**config.mk**
```make
export PLATFORM = sky130hd
export DESIGN_NAME = ppsh_div
export DESIGN_NICKNAME = d
export VERILOG_FILES = /design/src/hw/rtl/ppsh_pkg.sv /design/src/hw/rtl/ppsh_div.sv
export SDC_FILE = /design/constraint.sdc
export NUM_CORES = 1
export LEC_CHECK = 0
export BUFFER_PORTS_ARGS = -buffer_cell sky130_fd_sc_hd__clkbuf_2
export CORE_MARGIN = 5
export CORE_UTILIZATION = 55
export DETAILED_ROUTE_END_ITERATION = 16
export PLACE_DENSITY = 0.8
export SYNTH_ARGS = -nofsm -noshare
export SYNTH_HDL_FRONTEND = slang
export SYNTH_SLANG_ARGS = --single-unit
```
**constraint.sdc**
```tcl
create_clock -name clk -period 9.7 [get_ports clk]
set_input_delay 2.91 -clock clk [delete_from_list [all_inputs] [get_ports clk]]
set_output_delay 2.91 -clock clk [all_outputs]
set_load 0.03 [all_outputs]
```
**src/hw/rtl/ppsh_pkg.sv**
```systemverilog
// Shared types, codes and widths for the pair separation histogram.
// No dependencies; every other file of the block imports this package.
`default_nettype none

package ppsh_pkg;

  // default parameter values
  localparam int DEF_MAX_BINS    = 32;
  localparam int DEF_COUNT_WIDTH = 32;

  // fixed datapath widths
  localparam int CW    = 24;  // coordinate
  localparam int VW    = 25;  // difference / sum component
  localparam int ACCW  = 52;  // squared magnitudes and dot product
  localparam int RW    = 26;  // roots and line-of-sight quotient
  localparam int EW    = 23;  // range edges
  localparam int NBW   = 6;   // bins per axis register
  localparam int IXW   = 10;  // read index field
  localparam int QBW   = 5;   // divider step count
  localparam int PI_QBITS  = 26;
  localparam int BIN_QBITS = 6;

  // command codes
  localparam logic [1:0] CMD_COUNT = 2'd0;
  localparam logic [1:0] CMD_READ  = 2'd1;
  localparam logic [1:0] CMD_CLEAR = 2'd2;

  // status codes
  localparam logic [2:0] STAT_COUNTED  = 3'd0;
  localparam logic [2:0] STAT_PROJ_OUT = 3'd1;
  localparam logic [2:0] STAT_LOS_OUT  = 3'd2;
  localparam logic [2:0] STAT_ZERO_SUM = 3'd3;
  localparam logic [2:0] STAT_READ     = 3'd4;
  localparam logic [2:0] STAT_CLEARED  = 3'd5;

  // register indexes
  localparam logic [2:0] REG_NUM_BINS = 3'd0;
  localparam logic [2:0] REG_PROJ_MIN = 3'd1;
  localparam logic [2:0] REG_PROJ_MAX = 3'd2;
  localparam logic [2:0] REG_LOS_MIN  = 3'd3;
  localparam logic [2:0] REG_LOS_MAX  = 3'd4;

  typedef enum logic [1:0] {OP_COUNT, OP_READ, OP_CLEAR} op_t;

  typedef struct packed {
    logic [1:0]             cmd;
    logic signed [CW-1:0]   ax;
    logic signed [CW-1:0]   ay;
    logic signed [CW-1:0]   az;
    logic signed [CW-1:0]   bx;
    logic signed [CW-1:0]   by;
    logic signed [CW-1:0]   bz;
    logic [IXW-1:0]         bin_index;
  } in_item_t;

  typedef struct packed {
    logic [2:0]  status;
    logic [4:0]  proj_bin;
    logic [4:0]  los_bin;
    logic [31:0] bin_count;
  } out_item_t;

  typedef struct packed {
    op_t                  op;
    logic signed [VW-1:0] dx;
    logic signed [VW-1:0] dy;
    logic signed [VW-1:0] dz;
    logic signed [VW-1:0] sx;
    logic signed [VW-1:0] sy;
    logic signed [VW-1:0] sz;
    logic [IXW-1:0]       bin_index;
  } job_t;

  typedef struct packed {
    logic [NBW-1:0] num_bins;
    logic [EW-1:0]  proj_min;
    logic [EW-1:0]  proj_max;
    logic [EW-1:0]  los_min;
    logic [EW-1:0]  los_max;
  } cfg_t;

  typedef struct packed {
    logic            start;
    logic [ACCW-1:0] dividend;
    logic [RW-1:0]   divisor;
    logic [QBW-1:0]  nbits;
  } div_req_t;

  typedef struct packed {
    logic          busy;
    logic          done;
    logic [RW-1:0] quot;
  } div_rsp_t;

  typedef struct packed {
    logic            start;
    logic [ACCW-1:0] radicand;
  } sqrt_req_t;

  typedef struct packed {
    logic          busy;
    logic          done;
    logic [RW-1:0] root;
  } sqrt_rsp_t;

endpackage

`default_nettype wire

```
**src/hw/rtl/ppsh_div.sv**
```systemverilog
// Iterative restoring divider, one quotient bit per cycle, variable bit count.
// Depends on ppsh_pkg.
`default_nettype none

module ppsh_div
  import ppsh_pkg::*;
(
  input  wire logic     clk,
  input  wire logic     rst,
  input  wire div_req_t req,
  output div_rsp_t      rsp
);

  logic [ACCW-1:0] rem;
  logic [ACCW-1:0] dsh;
  logic [RW-1:0]   q;
  logic [QBW-1:0]  cnt;
  logic            busy;
  logic            done;

  // shift and subtract one bit per cycle
  always_ff @(posedge clk) begin
    if (rst) begin
      busy <= 1'b0;
      done <= 1'b0;
    end else begin
      done <= 1'b0;
      if (req.start) begin
        rem  <= req.dividend;
        dsh  <= ACCW'(req.divisor) << (req.nbits - QBW'(1));
        q    <= '0;
        cnt  <= req.nbits;
        busy <= 1'b1;
      end else if (busy) begin
        if (rem >= dsh) begin
          rem <= rem - dsh;
          q   <= {q[RW-2:0], 1'b1};
        end else begin
          q   <= {q[RW-2:0], 1'b0};
        end
        dsh <= dsh >> 1;
        cnt <= cnt - QBW'(1);
        if (cnt == QBW'(1)) begin
          busy <= 1'b0;
          done <= 1'b1;
        end
      end
    end
  end

  assign rsp.busy = busy;
  assign rsp.done = done;
  assign rsp.quot = q;

endmodule

`default_nettype wire

```
==> qor.txt <==
Xor/xnor share of the synthesized area: 0.0415
Synthesized area: 0.0103 sq mm
P_leak: 4.80 nW
DIE HEIGHT: 147 um
Synth warn: 0
Synth top area cells: edfxtp_1 (39%), ha_1 (6.7%), nand2_1 (6.2%)
Boundary pin count: 114
Total power: 2.05 mW
RSZ-0062 raised after global routing: no
Full die area: 0.0216 sq mm
Placed Cells: 1,421
Diodes inserted: 0
Max Cap Violations: 0
Worst EP required: 9.86 ns
First-pass GRT wire length: 43.0 mm
Grt total ovfl: 0
Wire length per cell: 18.5 um
Clock-pin slew on the worst setup and hold paths: 0.06 ns
Largest net degree at the start of global routing: 85
Hold Buf Count CTS: 0
Syn Nets: 1,278
Post-synthesis cell count: 1,136
Layout cells sized above 1: 0.170
Setup bufs post-CTS: 0
Cell Rows: 50
Multi-input gate area in the final layout: 0.00566 sq mm
Most common cell after layout, fill and taps aside: nand2_1
Max VDD drop: 0.129 mV
Multiplexer area fraction after synthesis: 0.0715
Relative slew slack: 0.254
Post-synth EDFFs: 135
Clock Path Buffers: 2
Final hold violations: 0
Critical path class: in -> reg
TritonCTS clock tree: built
Starting Density: 0.557
Synth Area in Adders: 0.0685
FF+latch area: 0.00409 sq mm
Core area: 0.0186 sq mm
Initial drt markers: 913
Setup_tns: 0 ns
Min-delay worst type: reg -> reg
Pwr dens: 177 mW/mm^2
Max Slew Vio Count: 0
Yosys top cell area share: 0.392
Seq cells post-synth: 137
Fin cells: 1,453
Type of origin of the critical path: input port
Remaining DRCs: 0
P&R area growth vs syn: 12.0%
Status: completed
Worst Path Arrival: 6.52 ns
CP endpoint kind: flip-flop
Final WL: 26.9 mm
Drt via density: 6.10
# resized after CTS: 0
Post-layout min period: 6.35 ns
Final nets: 1,348
Antenna Violating Nets Remaining: 0
Main combinational cell family by area after synthesis: compound AO/OA/AOI/OAI gates
Total number of vias: 8,858
Die width: 147 um
Most frequent cells in the layout: nand2_1 (171), edfxtp_1 (135), clkbuf_2 (112)
Post-synthesis async set-or-reset flop share: 0
Clk sinks: 137
Cell taking the most area after synthesis: edfxtp_1
Inserted Clock Buffers: 17
Clk_lat worst skew: 0.44 ns
Least-Margin Pin Slew: 1.12 ns
Final setup violation count: 0
Dpl hpwl: 20.0 mm
CTS root buf: clkbuf_16
Yosys cell types: 71
Simple-gate area share of the yosys netlist: 0.163
Initial antenna violation count: 0
Fill cell count: 1,541
Buffers on Ports: 113
Crit Path Max Fanout: 34
Global Route Usage Sum: 0.247
Worst clock skew: 0.0147 ns
Avg Inst Size Synth: 9.10 sq um
Vias in the first global route: 8,306
TritonRoute pass-1 iters: 6
F_max: 157 MHz
Main synth FF type: edfxtp_1
Core Util, Final: 0.624
Final worst path period share: 0.655
Routability cong.: 0.924
Synth Area in Compound Gates: 0.200
Sequential share of the synthesized area: 0.396
H-tree levels: 4
## routing by layer
metal | track usage | part of all wire | routed length [um] | vias to the layer above
li1 | - | - | - | 4293
met1 | 0.363 | 0.46 | 12400 | 4135
met2 | 0.380 | 0.45 | 12200 | 386
met3 | 0.0463 | 0.072 | 1940 | 44
met4 | 0.0615 | 0.016 | 438 | 0
met5 | 0 | 0 | 0 | -
## report_power, final
part           switching (mW)  leakage (nW)  internal (mW)
sequential             0.0201          1.31          0.725
combinational           0.404          3.22          0.247
clock                   0.288         0.269          0.362
## worst paths after layout
path / startpoint / to / slack (ns) / cells after the start
worst max-delay path: req[0] / dsh[31] / 3.35 / 10
worst min-delay path: busy / done / 0.51 / 1
worst max register to register: dsh[0] / rem[20] / 5.58 / 12
worst min register to register: busy / done / 0.51 / 1
## final cells by class
class | instances | area share
flip-flops and latches | 137 | 0.353
well taps | 234 | 0.0253
clock inverters | 15 | 0.0133
inverters | 81 | 0.0262
multi-input cells | 845 | 0.489
repair buffers | 124 | 0.0565
clock buffers | 17 | 0.0367
## cells in the mapped netlist, drive strengths merged, types with 2 or more instances
master   count
a21boi       5
inv         81
nor3        17
o21bai      14
nor4         3
nand4       24
nor2b       31
mux2i       21
a31oi        7
o31a         2
o211ai       5
nor3b        5
xor2        20
o21ai      109
o22a         2
and2         3
a221oi      12
or3          4
and4         4
clkbuf      53
a21o        24
a311oi       4
o22ai       25
mux4        20
o2111ai      2
o221ai       5
buf         20
dfxtp        2
ha          55
nand3       20
o21a         3
o31ai        3
and3        14
nor2        52
nand2b       7
a21oi       94
mux2         7
edfxtp     135
or2          2
a211oi       7
xnor2       29
nand2      171
## metrics by stage
step	setup WS, ns	instance area, sq um	hold WS (ns)
CTS	3.41	11600	0.509
finish	3.35	11600	0.510
global placement	3.10	11000	0.482
global route	2.90	11600	0.534
detailed placement	2.96	11000	0.490
floorplan	0.589	10300	0.466
## flip-flops by register name, summed over array words and instances, names as in the netlist
| register | cells |
|---|---|
| dsh | 52 |
| rem | 52 |
| busy | 1 |
| done | 1 |
| cnt | 5 |
| q | 26 |
## critical path, cell delays in order
cell and delay (ns):
clkbuf_2 0.67, inv_1 0.21, ha_1 1.10, mux2_2 0.43, o21ai_0 0.39, o21ai_0 0.20
o21ai_0 0.29, mux2i_1 0.12, nand2_1 0.08, o21ai_0 0.08
## logic make-up after synthesis
family	Yosys count
muxes	48
DFF	137
buffers and inverters	154
adders and majority gates	56
xor gates and xnor gates	49
and+or+nand+nor	361
AOI/OAI and AO/OA	331
(Power assumes the default switching activity.)
