`config.mk`:
```
export PLATFORM = sky130hd
export DESIGN_NAME = ppsh_sqrt
export DESIGN_NICKNAME = d
export VERILOG_FILES = /design/src/hw/rtl/ppsh_pkg.sv /design/src/hw/rtl/ppsh_sqrt.sv
export SDC_FILE = /design/constraint.sdc
export NUM_CORES = 1
export LEC_CHECK = 0
export BUFFER_PORTS_ARGS = -buffer_cell sky130_fd_sc_hd__buf_4
export CELL_PAD_IN_SITES_DETAIL_PLACEMENT = 0
export CELL_PAD_IN_SITES_GLOBAL_PLACEMENT = 1
export CORE_AREA = 2 2 163 165
export DETAILED_ROUTE_END_ITERATION = 8
export DIE_AREA = 0 0 165 167
export PLACE_DENSITY = 0.86
export SYNTH_ARGS = -nofsm -noshare
export SYNTH_HDL_FRONTEND = slang
export SYNTH_SLANG_ARGS = --single-unit
```
`constraint.sdc`:
```
create_clock -name clk -period 11.7 [get_ports clk]
set_input_delay 1.17 -clock clk [delete_from_list [all_inputs] [get_ports clk]]
set_output_delay 1.17 -clock clk [all_outputs]
set_load 0.02 [all_outputs]
```
`src/hw/rtl/ppsh_pkg.sv`:
```
// Shared types, codes and widths for the pair separation histogram.
// No dependencies; every other file of the block imports this package.
`default_nettype none

package ppsh_pkg;

  // default parameter values
  localparam int DEF_MAX_BINS    = 32;
  localparam int DEF_COUNT_WIDTH = 32;

  // fixed datapath widths
  localparam int CW    = 24;  // coordinate
  localparam int VW    = 25;  // difference / sum component
  localparam int ACCW  = 52;  // squared magnitudes and dot product
  localparam int RW    = 26;  // roots and line-of-sight quotient
  localparam int EW    = 23;  // range edges
  localparam int NBW   = 6;   // bins per axis register
  localparam int IXW   = 10;  // read index field
  localparam int QBW   = 5;   // divider step count
  localparam int PI_QBITS  = 26;
  localparam int BIN_QBITS = 6;

  // command codes
  localparam logic [1:0] CMD_COUNT = 2'd0;
  localparam logic [1:0] CMD_READ  = 2'd1;
  localparam logic [1:0] CMD_CLEAR = 2'd2;

  // status codes
  localparam logic [2:0] STAT_COUNTED  = 3'd0;
  localparam logic [2:0] STAT_PROJ_OUT = 3'd1;
  localparam logic [2:0] STAT_LOS_OUT  = 3'd2;
  localparam logic [2:0] STAT_ZERO_SUM = 3'd3;
  localparam logic [2:0] STAT_READ     = 3'd4;
  localparam logic [2:0] STAT_CLEARED  = 3'd5;

  // register indexes
  localparam logic [2:0] REG_NUM_BINS = 3'd0;
  localparam logic [2:0] REG_PROJ_MIN = 3'd1;
  localparam logic [2:0] REG_PROJ_MAX = 3'd2;
  localparam logic [2:0] REG_LOS_MIN  = 3'd3;
  localparam logic [2:0] REG_LOS_MAX  = 3'd4;

  typedef enum logic [1:0] {OP_COUNT, OP_READ, OP_CLEAR} op_t;

  typedef struct packed {
    logic [1:0]             cmd;
    logic signed [CW-1:0]   ax;
    logic signed [CW-1:0]   ay;
    logic signed [CW-1:0]   az;
    logic signed [CW-1:0]   bx;
    logic signed [CW-1:0]   by;
    logic signed [CW-1:0]   bz;
    logic [IXW-1:0]         bin_index;
  } in_item_t;

  typedef struct packed {
    logic [2:0]  status;
    logic [4:0]  proj_bin;
    logic [4:0]  los_bin;
    logic [31:0] bin_count;
  } out_item_t;

  typedef struct packed {
    op_t                  op;
    logic signed [VW-1:0] dx;
    logic signed [VW-1:0] dy;
    logic signed [VW-1:0] dz;
    logic signed [VW-1:0] sx;
    logic signed [VW-1:0] sy;
    logic signed [VW-1:0] sz;
    logic [IXW-1:0]       bin_index;
  } job_t;

  typedef struct packed {
    logic [NBW-1:0] num_bins;
    logic [EW-1:0]  proj_min;
    logic [EW-1:0]  proj_max;
    logic [EW-1:0]  los_min;
    logic [EW-1:0]  los_max;
  } cfg_t;

  typedef struct packed {
    logic            start;
    logic [ACCW-1:0] dividend;
    logic [RW-1:0]   divisor;
    logic [QBW-1:0]  nbits;
  } div_req_t;

  typedef struct packed {
    logic          busy;
    logic          done;
    logic [RW-1:0] quot;
  } div_rsp_t;

  typedef struct packed {
    logic            start;
    logic [ACCW-1:0] radicand;
  } sqrt_req_t;

  typedef struct packed {
    logic          busy;
    logic          done;
    logic [RW-1:0] root;
  } sqrt_rsp_t;

endpackage

`default_nettype wire

```
`src/hw/rtl/ppsh_sqrt.sv`:
```
// Iterative integer square root, one result bit per cycle.
// Depends on ppsh_pkg.
`default_nettype none

module ppsh_sqrt
  import ppsh_pkg::*;
(
  input  wire logic      clk,
  input  wire logic      rst,
  input  wire sqrt_req_t req,
  output sqrt_rsp_t      rsp
);

  localparam logic [ACCW-1:0] BIT0 = ACCW'(1) << (2 * (RW - 1));

  logic [ACCW-1:0] v;
  logic [ACCW-1:0] res;
  logic [ACCW-1:0] bitv;
  logic [QBW-1:0]  cnt;
  logic            busy;
  logic            done;
  logic [ACCW-1:0] trial;

  assign trial = res + bitv;

  // run one digit step per cycle
  always_ff @(posedge clk) begin
    if (rst) begin
      busy <= 1'b0;
      done <= 1'b0;
    end else begin
      done <= 1'b0;
      if (req.start) begin
        v    <= req.radicand;
        res  <= '0;
        bitv <= BIT0;
        cnt  <= QBW'(RW);
        busy <= 1'b1;
      end else if (busy) begin
        if (v >= trial) begin
          v   <= v - trial;
          res <= (res >> 1) + bitv;
        end else begin
          res <= res >> 1;
        end
        bitv <= bitv >> 2;
        cnt  <= cnt - QBW'(1);
        if (cnt == QBW'(1)) begin
          busy <= 1'b0;
          done <= 1'b1;
        end
      end
    end
  end

  assign rsp.busy = busy;
  assign rsp.done = done;
  assign rsp.root = res[RW-1:0];

endmodule

`default_nettype wire

```
==> results.toml <==
[layout]
multiInputGateArea_um2 = 7550
insertedDiodeCount = 0
fin_nets = 1593
utilization_pct = 52.3
fillCellCount = 2437
drive_gt1_share_pct = 10.5
finalNonFillerCells = 1777
area_delta_synth_final_pct = 10.8
regArea_um2 = 4090

[worst_hold_path]
hold_class = "reg2reg"

[timing]
fin_crit_ns = 6.18
drv_slew = 0
hold_ws_ns = 0.506
hold_viol = 0
worst_pin_slew_ns = 0.722
fin_tns_setup_ns = 0
layout_setup_ws_ns = 5.52
clock-skew-final_ns = 0.0111
rsz0062_at_grt = "no"
fin_crit_sh_pct = 52.8
finalSetupViolCount = 0
clock.fmax_mhz = 162
timing.slew.headroom_pct = 51.4

[synth]
synth_top_area_share_pct = 33.4
synth_cell_types = 66
synth_top_family_by_area = "compound AO/OA/AOI/OAI gates"
yosys-top-cells-area = "edfxtp_1 33%, ha_1 11%, xor2_1 6.2%"
synth-adder-area-share_pct = 11.3
synth-seq-cells = 137
syn_area_per_cell_um2 = 8.68
yosys_warnings = 0
synth-async-reset-ratio_pct = 0
syn_inst = 1401
synth_mux_area_share_pct = 0.185
synthSimpleGateAreaFrac_pct = 17.5
synth_top_flop_cell = "edfxtp_1"
synth-compound-area-share_pct = 22.9
yosys.area_share.xor_xnor_pct = 10.0
synth_edf_count = 135
synthesis.area_um2 = 12200
seq_area_frac_synth_pct = 33.7
yosysTopAreaCell = "edfxtp_1"
synth_fp_nets = 1565

[detailed_routing]
vias = 10400
viasPerCell = 5.86
initialDrtViolationCount = 960
drcViolationCount = 0
wl_per_cell_um = 17.4
dr.pass1.iters = 8
drtAntennaViolNets = 0
wirelength_mm = 31.0

[place]
gp_congestion = 0.895
hpwlAfterDp_mm = 23.3
pre_cts_slack_ns = 5.53
port_buffers = 82
dp_cells = 1745

[cts]
post_cts_buffers = 0
cts_resized = 0
h-tree-depth = 4
clock_latency_ns = 0.43
cts_buffers = 17
path_clk_slew_ns = 0.07
cts-root-buf = "clkbuf_16"
clock_path_buffers = 2
hold_buffers = 0
tritoncts = "yes"
clock_sinks = 137

[global_routing]
grt_usage_pct = 23.0
grt_pass1_wl_mm = 50.8
busiest_layer = "met1"
use_met3_pct = 2.99
grt_pass1_vias = 9860
antenna_found_initial = 0
grt.overflow.total = 0
use_met1_pct = 35.5
met2_usage_pct = 33.8
grt_max_degree = 81

[status]
outcome = "completed"

[die]
pin_count = 83
die_w_um = 165
die_y_um = 167
core_um2 = 25800
start_util_pct = 47.2
dieArea_um2 = 27600
rows = 59

[worst_setup_path]
worst_path_largest_cell_delay_ns = 0.62
ff2ff_setup_slack_ns = 5.52
end_kind = "flip-flop"
critPathKind = "reg2reg"
cp.arrival_ns = 6.28
cp_data_required_time_ns = 11.80
worst_path_most_repeated_cell = "a31oi_1"
path_cells = "ha_1 -> a31o_2 -> a31oi_1 -> o31ai_2 -> a31oi_1 -> o21bai_1 -> a31oi_1 -> or2_1 -> nor2b_1 -> o21ai_1 -> xnor2_1 -> ha_1 -> a21oi_1 -> o21bai_1 -> a21o_1 -> nand3_1 -> a21oi_1 -> a2111oi_1 -> o31a_1 -> buf_4 -> a21boi_4 -> buf_4"
crit_path_top_delay_cell = "a2111oi_1"
crit_fanout = 52
critPathLaunchType = "flip-flop"

[power_and_ir_drop]
cellPowerDensity_nw_per_um2 = 171
ir_drop_mv = 0.0815
leakage_uw = 0.00515

[flow_run]
cap_viol_max_count = 0
==> logic make-up (layout without fill, tap and decap cells) <==
group / after synthesis / after routing
flip-flops: 137 / 137
multiplexers: 2 / 2
AND/OR/NAND/NOR: 458 / 458
buffers and inverters: 112 / 153
adder cells (fa/ha/maj): 109 / 109
XOR/XNOR: 139 / 139
AO/OA/AOI/OAI: 444 / 444
==> critical path, delay by kind of cell (launching register included) <==
kind                     cells  cell delay [ns]
XOR/XNOR                     1             0.15
AND/OR/NAND/NOR              3             0.44
flip-flops                   1             0.45
AO/OA/AOI/OAI               14             3.33
adder cells (fa/ha/maj)      2             0.78
buffers and inverters        2             0.64
==> Yosys cell counts, types with 28 or more instances <==
library cell and number:
nor2_1 103, buf_4 28, ha_1 108, nand2_1 168, o21ai_0 126, nor3_1 28, inv_1 31, xor2_1 86
clkbuf_1 38, edfxtp_1 135, a31oi_1 49, xnor2_1 53, nand4_1 36, a21oi_1 100, nor2b_1 43
==> per-stage QoR <==
step / power [uW] / area, um^2
6_report: 2310 / 13500
5_1_grt: 2470 / 13500
4_1_cts: 2310 / 13500
3_5_place_dp: 1730 / 12900
3_3_place_gp: 1720 / 12900
2_1_floorplan: 1490 / 12200
==> layout by cell type (no fill, tap or decap), drive strengths merged, types with 27 or more instances in the layout <==
cell    count
nor3       28
nand2     168
nand4      36
xor2       86
nor2b      43
a21oi     102
xnor2      53
ha        108
a31oi      50
o21ai     137
inv        38
nor2      104
edfxtp    135
a21o       27
buf        90
==> cell type report <==
class                   count  share of cell area, %
well taps                 335                   3.11
clock inverters            15                   1.37
multi-input cells        1152                   56.1
flip-flops and latches    137                   30.4
clock buffers              17                   3.16
inverters                  31                  0.864
repair buffers             90                   5.02
==> where the power goes <==
part	switching (uW)	total, uW	internal, uW
logic	631	1040	412
clock network	247	570	324
registers	60.9	692	631
==> worst paths after layout <==
check / from / cells after the start / endpoint
worst max register to register: res[2] / 22 / v[45]
worst max-delay path: res[2] / 22 / v[45]
worst min-delay path: busy / 1 / done
worst min register to register: busy / 1 / done
==> state kept, by name (all words and copies together), names as in the netlist <==
signal  flops
done        1
cnt         5
bitv       26
v          52
res        52
busy        1
==> per-layer routing <==
| layer | part of all wire (%) | wire length, um |
|---|---|---|
| met1 | 50 | 15500 |
| met2 | 43 | 13300 |
| met3 | 5.6 | 1730 |
| met4 | 1.4 | 447 |
| met5 | 0 | 0 |
Power figures use the tool's default switching activity.
