$ cat src/hw/rtl/ppsh_pkg.sv
// Shared types, codes and widths for the pair separation histogram.
// No dependencies; every other file of the block imports this package.
`default_nettype none

package ppsh_pkg;

  // default parameter values
  localparam int DEF_MAX_BINS    = 32;
  localparam int DEF_COUNT_WIDTH = 32;

  // fixed datapath widths
  localparam int CW    = 24;  // coordinate
  localparam int VW    = 25;  // difference / sum component
  localparam int ACCW  = 52;  // squared magnitudes and dot product
  localparam int RW    = 26;  // roots and line-of-sight quotient
  localparam int EW    = 23;  // range edges
  localparam int NBW   = 6;   // bins per axis register
  localparam int IXW   = 10;  // read index field
  localparam int QBW   = 5;   // divider step count
  localparam int PI_QBITS  = 26;
  localparam int BIN_QBITS = 6;

  // command codes
  localparam logic [1:0] CMD_COUNT = 2'd0;
  localparam logic [1:0] CMD_READ  = 2'd1;
  localparam logic [1:0] CMD_CLEAR = 2'd2;

  // status codes
  localparam logic [2:0] STAT_COUNTED  = 3'd0;
  localparam logic [2:0] STAT_PROJ_OUT = 3'd1;
  localparam logic [2:0] STAT_LOS_OUT  = 3'd2;
  localparam logic [2:0] STAT_ZERO_SUM = 3'd3;
  localparam logic [2:0] STAT_READ     = 3'd4;
  localparam logic [2:0] STAT_CLEARED  = 3'd5;

  // register indexes
  localparam logic [2:0] REG_NUM_BINS = 3'd0;
  localparam logic [2:0] REG_PROJ_MIN = 3'd1;
  localparam logic [2:0] REG_PROJ_MAX = 3'd2;
  localparam logic [2:0] REG_LOS_MIN  = 3'd3;
  localparam logic [2:0] REG_LOS_MAX  = 3'd4;

  typedef enum logic [1:0] {OP_COUNT, OP_READ, OP_CLEAR} op_t;

  typedef struct packed {
    logic [1:0]             cmd;
    logic signed [CW-1:0]   ax;
    logic signed [CW-1:0]   ay;
    logic signed [CW-1:0]   az;
    logic signed [CW-1:0]   bx;
    logic signed [CW-1:0]   by;
    logic signed [CW-1:0]   bz;
    logic [IXW-1:0]         bin_index;
  } in_item_t;

  typedef struct packed {
    logic [2:0]  status;
    logic [4:0]  proj_bin;
    logic [4:0]  los_bin;
    logic [31:0] bin_count;
  } out_item_t;

  typedef struct packed {
    op_t                  op;
    logic signed [VW-1:0] dx;
    logic signed [VW-1:0] dy;
    logic signed [VW-1:0] dz;
    logic signed [VW-1:0] sx;
    logic signed [VW-1:0] sy;
    logic signed [VW-1:0] sz;
    logic [IXW-1:0]       bin_index;
  } job_t;

  typedef struct packed {
    logic [NBW-1:0] num_bins;
    logic [EW-1:0]  proj_min;
    logic [EW-1:0]  proj_max;
    logic [EW-1:0]  los_min;
    logic [EW-1:0]  los_max;
  } cfg_t;

  typedef struct packed {
    logic            start;
    logic [ACCW-1:0] dividend;
    logic [RW-1:0]   divisor;
    logic [QBW-1:0]  nbits;
  } div_req_t;

  typedef struct packed {
    logic          busy;
    logic          done;
    logic [RW-1:0] quot;
  } div_rsp_t;

  typedef struct packed {
    logic            start;
    logic [ACCW-1:0] radicand;
  } sqrt_req_t;

  typedef struct packed {
    logic          busy;
    logic          done;
    logic [RW-1:0] root;
  } sqrt_rsp_t;

endpackage

`default_nettype wire

$ cat src/hw/rtl/ppsh_front.sv
// Input stage: decodes commands, forms difference and sum vectors, queues jobs.
// Depends on ppsh_pkg.
`default_nettype none

module ppsh_front
  import ppsh_pkg::*;
(
  input  wire logic     clk,
  input  wire logic     rst,
  input  wire logic     in_valid,
  output logic          in_stall,
  input  wire in_item_t in_data,
  output logic          q_valid,
  output job_t          q_job,
  input  wire logic     q_pop
);

  job_t       fifo [2];
  logic       wrp;
  logic       rdp;
  logic [1:0] cnt;
  logic       push;
  job_t       job_in;

  // decode and form vectors
  always_comb begin
    job_in = '0;
    case (in_data.cmd)
      CMD_COUNT: job_in.op = OP_COUNT;
      CMD_CLEAR: job_in.op = OP_CLEAR;
      default:   job_in.op = OP_READ;
    endcase
    job_in.dx = VW'(in_data.ax) - VW'(in_data.bx);
    job_in.dy = VW'(in_data.ay) - VW'(in_data.by);
    job_in.dz = VW'(in_data.az) - VW'(in_data.bz);
    job_in.sx = VW'(in_data.ax) + VW'(in_data.bx);
    job_in.sy = VW'(in_data.ay) + VW'(in_data.by);
    job_in.sz = VW'(in_data.az) + VW'(in_data.bz);
    job_in.bin_index = in_data.bin_index;
  end

  assign in_stall = (cnt == 2'd2);
  assign push     = in_valid && !in_stall;
  assign q_valid  = (cnt != 2'd0);
  assign q_job    = fifo[rdp];

  // hold queue storage
  always_ff @(posedge clk) begin
    if (push) begin
      fifo[wrp] <= job_in;
    end
  end

  // advance pointers and fill level
  always_ff @(posedge clk) begin
    if (rst) begin
      wrp <= 1'b0;
      rdp <= 1'b0;
      cnt <= 2'd0;
    end else begin
      if (push) begin
        wrp <= ~wrp;
      end
      if (q_pop) begin
        rdp <= ~rdp;
      end
      cnt <= cnt + {1'b0, push} - {1'b0, q_pop};
    end
  end

endmodule

`default_nettype wire

$ cat config.mk
export PLATFORM = sky130hd
export DESIGN_NAME = ppsh_front
export DESIGN_NICKNAME = d
export VERILOG_FILES = /design/src/hw/rtl/ppsh_pkg.sv /design/src/hw/rtl/ppsh_front.sv
export SDC_FILE = /design/constraint.sdc
export NUM_CORES = 1
export LEC_CHECK = 0
export BUFFER_PORTS_ARGS = -buffer_cell sky130_fd_sc_hd__clkbuf_2
export CAP_MARGIN = 10
export CORE_MARGIN = 4
export CORE_UTILIZATION = 59
export CTS_BUF_LIST = sky130_fd_sc_hd__clkbuf_4 sky130_fd_sc_hd__clkbuf_8
export DETAILED_ROUTE_END_ITERATION = 10
export GPL_TIMING_DRIVEN = 0
export PLACE_DENSITY = 0.85
export SYNTH_ARGS = -nofsm -noshare
export SYNTH_HDL_FRONTEND = slang
export SYNTH_SLANG_ARGS = --single-unit
$ cat constraint.sdc
create_clock -name clk -period 11.2 [get_ports clk]
set_input_delay 0.56 -clock clk [delete_from_list [all_inputs] [get_ports clk]]
set_output_delay 0.56 -clock clk [all_outputs]
set_load 0.02 [all_outputs]
==> results.yml, run 1 <==
grt:
  grt_max_degree: 50
  use_met3_pct: 6.03
  busiest_layer: "met2"
  first_global_vias: 14600
  grt.overflow.total: 0
  grt_pass1_wl_um: 76800
  gr-usage-met2_pct: 44.9
  antenna_found_initial: 4
  grt_use_met1_pct: 34.3
  groute.usage.overall_pct: 26.7
power_and_ir_drop:
  totalPowerFinal_mw: 3.99
  p_per_area_nw_per_um2: 175
  p_leak_nw: 9.38
  peakVddDrop_uv: 126
place:
  hpwl_um: 37600
  gp_congestion: 0.945
  post_dp_cell_area_um2: 21700
  port_buffers: 323
cells_and_area:
  final_common_cell: "clkbuf_2"
  drive_gt1_share_pct: 29.5
  nNetsFinal: 2362
  post-route-util_pct: 71.3
  syn2layout_area_growth_pct: 17.9
  mostFrequentLayoutCells: "clkbuf_2, edfxtp_1, mux2_2"
  fin_area_um2: 22800
sta:
  relSlewSlack_pct: 37.5
  min_period_ps: 4000
  report.final.slew_viol_count: 0
  fmax_mhz: 250
  fin_tns_setup_ps: 0
  post-route-period-util_pct: 35.8
  setup_viol: 0
  worst_slew_pin_slew_ps: 931
  hold_violations: 0
  rsz0062_at_grt: "no"
  fin_worst_skew_ps: 21.6
min_path:
  worstHoldStart: "in_data[8]"
  min_path_cells: 1
  min_to: "fifo[0][8]"
  min_path_type: "primary input to flop"
logic_synthesis:
  syn-num-nets: 1975
  ys_ff_latch: 323
  syn_area_um2: 19300
  synth_top_area_share_pct: 49.4
  synth_edf_count: 318
  netlist_top_cells_area: "edfxtp_1, ha_1, mux2_2"
  synthFlopType: "edfxtp_1"
  ys_seq_area_share_pct: 50.0
  async_reset_ff_share_pct: 0
  avgSynthCellArea_um2: 11.6
  yosysTopAreaCell: "edfxtp_1"
  synthCells: 1663
  yosys_warnings: 0
  synth_cell_types: 82
setup_path:
  rr_worst_depth: 5
  r2r_setup_slack_ps: 9100
  crit_type: "flop to primary output"
  arrival_ps: 3440
  worstReg2RegStart: "cnt[0]"
  cp_max_fo: 10
  worstPathRequired_ps: 10640
  rr_endpoint: "fifo[0][57]"
  critPathCaptureType: "primary output"
  worstSetupStartpointType: "flop"
floorplanning:
  die_x_um: 189
  rows: 65
  die_y_um: 189
  dieArea_um2: 35700
  initial_core_util_pct: 60.4
  ios: 324
  core_area_um2: 32000
clock_network:
  cts_resized: 0
  clock_tree.root_cell: "clkbuf_8"
  postCtsSetupRepairBufs: 0
  cts_buffer_depth: 3
  numCtsBuffers: 54
  cts_tree: "built"
  insertion_delay_ps: 590
  cts_sinks: 323
  cts_hold_buf: 0
  clk_pin_slew_ps: 60
  htree_levels: 2
drt:
  initialDrtViolationCount: 1191
  ant_nets: 0
  vias: 14400
  drc: 0
  drt-vias-per-instance: 5.68
  wl_per_cell_um: 19.2
  firstDrtPassIters: 5
  finalWirelength_um: 48700
run_status:
  status: "complete, no violations"
job:
  drv_cap: 0
-- routing by layer --
metal / share of wire [%] / up-vias
met3: 7.5 / 106
met2: 49 / 562
met5: 0.072 / -
li1: - / 6828
met4: 3.3 / 6
met1: 41 / 6868
-- stage by stage --
stage	hold slack, ps	instances	setup WS [ps]
6_report	160	2531	7200
5_1_grt	129	2530	7010
4_1_cts	126	2530	7060
3_5_place_dp	521	2429	7540
3_3_place_gp	497	2421	-331
2_1_floorplan	480	1663	3270
-- worst max path at each step --
| stage | from | endpoint | slack [ps] | depth (start not counted) |
|---|---|---|---|---|
| 3_5_place_dp | in_data[35] | fifo[1][50] | 7540 | 11 |
| 4_1_cts | flop | q_job[85] | 7060 | 6 |
| 5_1_grt | flop | q_job[85] | 7010 | 6 |
| 6_report | flop | q_job[85] | 7200 | 6 |
| 2_1_floorplan | in_valid | fifo[0][0] | 3270 | 2 |
| 3_3_place_gp | in_valid | fifo[0][155] | -330 | 3 |
-- Yosys cell counts (13+ instances only) --
| cell | instances |
|---|---|
| a21o_1 | 26 |
| a21oi_1 | 123 |
| buf_2 | 13 |
| clkbuf_1 | 49 |
| edfxtp_1 | 318 |
| ha_1 | 146 |
| inv_1 | 148 |
| mux2_2 | 159 |
| nand2_1 | 58 |
| nand2b_1 | 15 |
| nand3_1 | 14 |
| nor2_1 | 125 |
| nor2b_1 | 27 |
| nor3_1 | 30 |
| o21ai_0 | 53 |
| o21bai_1 | 32 |
| xnor2_1 | 97 |
| xor2_1 | 22 |
-- worst max-delay path, stage by stage, from the launching register on --
cell and delay (ps):
dfxtp_1 300, clkbuf_1 470, clkbuf_1 710, clkbuf_1 640, mux2_2 440, buf_4 130
clkbuf_2 140
-- layout make-up --
class                      instances  area (um2)
antenna                            1        2.50
buffer                            76         333
clock buffer                      69         875
clock inverter                    32         236
fill                            2323        9180
inverter                         150         563
multi-input combinational       1114        8780
sequential                       323        9650
tap                              435         544
timing repair buffer             331        1790
-- state kept, by name, summed over array words and instances (netlist names), named ones only --
name / flops
cnt: 2
rdp: 1
wrp: 1
fifo: 318
-- where the power goes --
part	total, mW	internal (mW)	switching (mW)
sequential	1.69	1.64	0.0477
combinational	1.24	0.450	0.791
clock	1.06	0.602	0.461
total	3.99	2.69	1.30
-- kinds of logic (layout without fill, tap and decap cells) --
family | after synthesis | in the layout | share of synthesized area, %
compound gates | 365 | 365 | 12.8
flops | 323 | 323 | 50.0
simple gates | 317 | 317 | 7.77
buf+inv | 226 | 658 | 4.64
mux | 161 | 161 | 9.40
fa+ha+maj | 152 | 152 | 10.1
xor+xnor | 119 | 119 | 5.40
other cells | 0 | 1 | 0
Power figures use the tool's default switching activity.
==> run 2: changes to the inputs <==
- ABC_AREA: default -> 1
- CORE_UTILIZATION: 59 -> 60
- clock period: 11.2 -> 3.9 ns (I/O delays scaled with it)
==> results.yml, run 2 <==
drt:
  wl_met2_um: 31500
  wl_per_cell_um: 18.5
  wirelength_met1_um: 27600
  met3WireLength_um: 5910
  initialDrtViolationCount: 1707
  firstDrtPassIters: 6
  drc: 0
  ant_nets: 0
  drt-vias-per-instance: 5.41
  vias: 19600
  routed.top_layer: "met4"
  finalWirelength_um: 67200
power_and_ir_drop:
  p_sw_share_pct: 34.6
  p_leak_nw: 13.2
  clkPwrFrac_pct: 27.3
  combPwrFrac_pct: 31.4
  peakVddDrop_uv: 353
  p_per_area_nw_per_um2: 425
  power.switching_mw: 3.81
  power.internal_mw: 7.20
  pwr-share-seq_pct: 41.3
cells_and_area:
  largest_register: "fifo"
  largest_reg_flops: 318
  mostFrequentLayoutCells: "nand2_1, inv_1, clkbuf_2"
  fin_area_um2: 25900
  syn2layout_area_growth_pct: 16.5
  final_common_cell: "nand2_1"
  post-route-util_pct: 70.7
  reg_top3: "fifo (318), cnt (2)"
  drive_gt1_share_pct: 20.2
  nNetsFinal: 3429
  diodes: 0
  n_fill_cell: 2906
logic_synthesis:
  netlist_top_cells_area: "edfxtp_1, nand2_1, inv_1"
  avgSynthCellArea_um2: 8.20
  async_reset_ff_share_pct: 0
  ys_seq_area_share_pct: 43.4
  synth_commonest_cells: "nand2_1, inv_1, edfxtp_1"
  synth_cell_types: 31
  synthCells: 2711
  synth_edf_count: 318
  synthFlopType: "edfxtp_1"
  syn_area_um2: 22200
  syn-num-nets: 3023
  yosysTopAreaCell: "edfxtp_1"
  synth_top_area_share_pct: 43.0
  ys_ff_latch: 323
  synth_most_common_cell: "nand2_1"
  yosys_warnings: 0
clock_network:
  cts_resized: 0
  clk_pin_slew_ps: 70
  clock_tree.root_cell: "clkbuf_8"
  insertion_delay_ps: 640
  cts_buffer_depth: 3
  cts_tree: "built"
  htree_levels: 2
  postCtsSetupRepairBufs: 0
  numCtsBuffers: 51
  cts_sinks: 323
floorplanning:
  die_x_um: 200
  initial_core_util_pct: 60.7
  rows: 70
  ios: 324
  core_area_um2: 36600
  dieArea_um2: 40200
  die_y_um: 200
sta:
  fmax_mhz: 343
  min_period_ps: 2920
  hold_violations: 0
  fin_worst_skew_ps: 22.5
  worst_slew_pin_slew_ps: 893
  rsz0062_at_grt: "no"
  report.final.slew_viol_count: 0
  post-route-period-util_pct: 74.8
  relSlewSlack_pct: 39.8
  setup_viol: 0
  holdWs_ps: 24.1
setup_path:
  critPathCaptureType: "primary output"
  cp_max_fo: 10
  worstReg2RegStart: "cnt[1]"
  worstPathRequired_ps: 3700
  worstSetupStartpointType: "flop"
  crit_type: "flop to primary output"
  arrival_ps: 2720
grt:
  antenna_found_initial: 0
  grt_pass1_wl_um: 104000
  grt.overflow.total: 0
  first_global_vias: 19400
  grt_max_degree: 34
  groute.usage.overall_pct: 32.8
place:
  port_buffers: 323
  gp_congestion: 0.944
  post_dp_cell_area_um2: 24600
  hpwl_um: 53300
min_path:
  worstHoldStart: "in_data[107]"
  min_path_type: "primary input to flop"
job:
  drv_cap: 0
run_status:
  status: "complete, no violations"
-- run 2: changes by cell type after synthesis, sizes merged, moves of 26 or more --
cell / change
inv: +361
nand4: +26
nand3: +117
o21ai: -30
clkbuf: -28
a21o: -26
xnor2: -89
nor2: +90
nor2b: -27
nand2: +812
xor2: +48
-- run 2: power groups by stage --
stage / Clock [mW] / Sequential [mW] / Combinational, mW
after floorplan: 0 / 4.63 / 2.18
after global placement: 0 / 4.67 / 3.21
after detailed placement: 0 / 4.62 / 3.36
after CTS: 3.02 / 4.55 / 3.40
after global routing: 3.21 / 4.59 / 3.75
final: 3.00 / 4.55 / 3.45
-- run 2: metrics by stage --
| step | power, mW | setup WS [ps] | setup TNS [ps] | cells |
|---|---|---|---|---|
| final | 11.0 | 984 | 0 | 3625 |
| after global routing | 11.5 | 871 | 0 | 3625 |
| after CTS | 11.0 | 933 | 0 | 3625 |
| after detailed placement | 7.98 | 1550 | 0 | 3512 |
| after global placement | 7.88 | -3340 | -1052460 | 3502 |
| after floorplan | 6.81 | -1300 | -410180 | 2711 |
-- run 2: path summary, 6_finish.rpt --
path              cells after the start     endpoint  slack, ps
hold / removal                        2  fifo[1][36]         20
setup reg to reg                      8       cnt[1]       1570
hold reg to reg                       2          rdp        530
setup / recovery                      6    q_job[85]        980
-- run 2: kinds of logic after synthesis --
| group | synth area share [%] |
|---|---|
| DFF | 43.4 |
| adders and majority gates | 8.76 |
| buffers and inverters | 10.2 |
| xor gates and xnor gates | 3.07 |
| muxes | 8.05 |
| and+or+nand+nor | 23.2 |
| AOI/OAI and AO/OA | 3.32 |
-- run 2: final cells by class --
cell class	instances	area (um2)	area share [%]
Multi-Input combinational cell	1814	10300	39.9
Sequential cell	323	9650	37.3
Timing Repair Buffer	353	2020	7.79
Inverter	510	1910	7.39
Clock buffer	63	805	3.11
Tap cell	468	586	2.26
Buffer	64	350	1.35
Clock inverter	30	243	0.937
-- run 2: per-layer routing --
metal  vias to the layer above  global-route usage (%)
met5                         -                       0
met3                       132                    6.45
met4                         0                    10.8
li1                       9429                       -
met1                      9113                    43.9
met2                       928                    54.1
-- run 2: timing repair --
action                                  4_1_cts  5_1_grt
hold buffers                                 20        0
endpoints found under the hold margin        39        0
endpoints found under the setup margin        0        0
-- run 2: worst max-delay path: stages, from the launching register on --
cell,delay [ps]
dfxtp_1,320
buf_2,260
buf_2,430
buf_2,370
mux2_2,400
buf_4,140
clkbuf_2,150
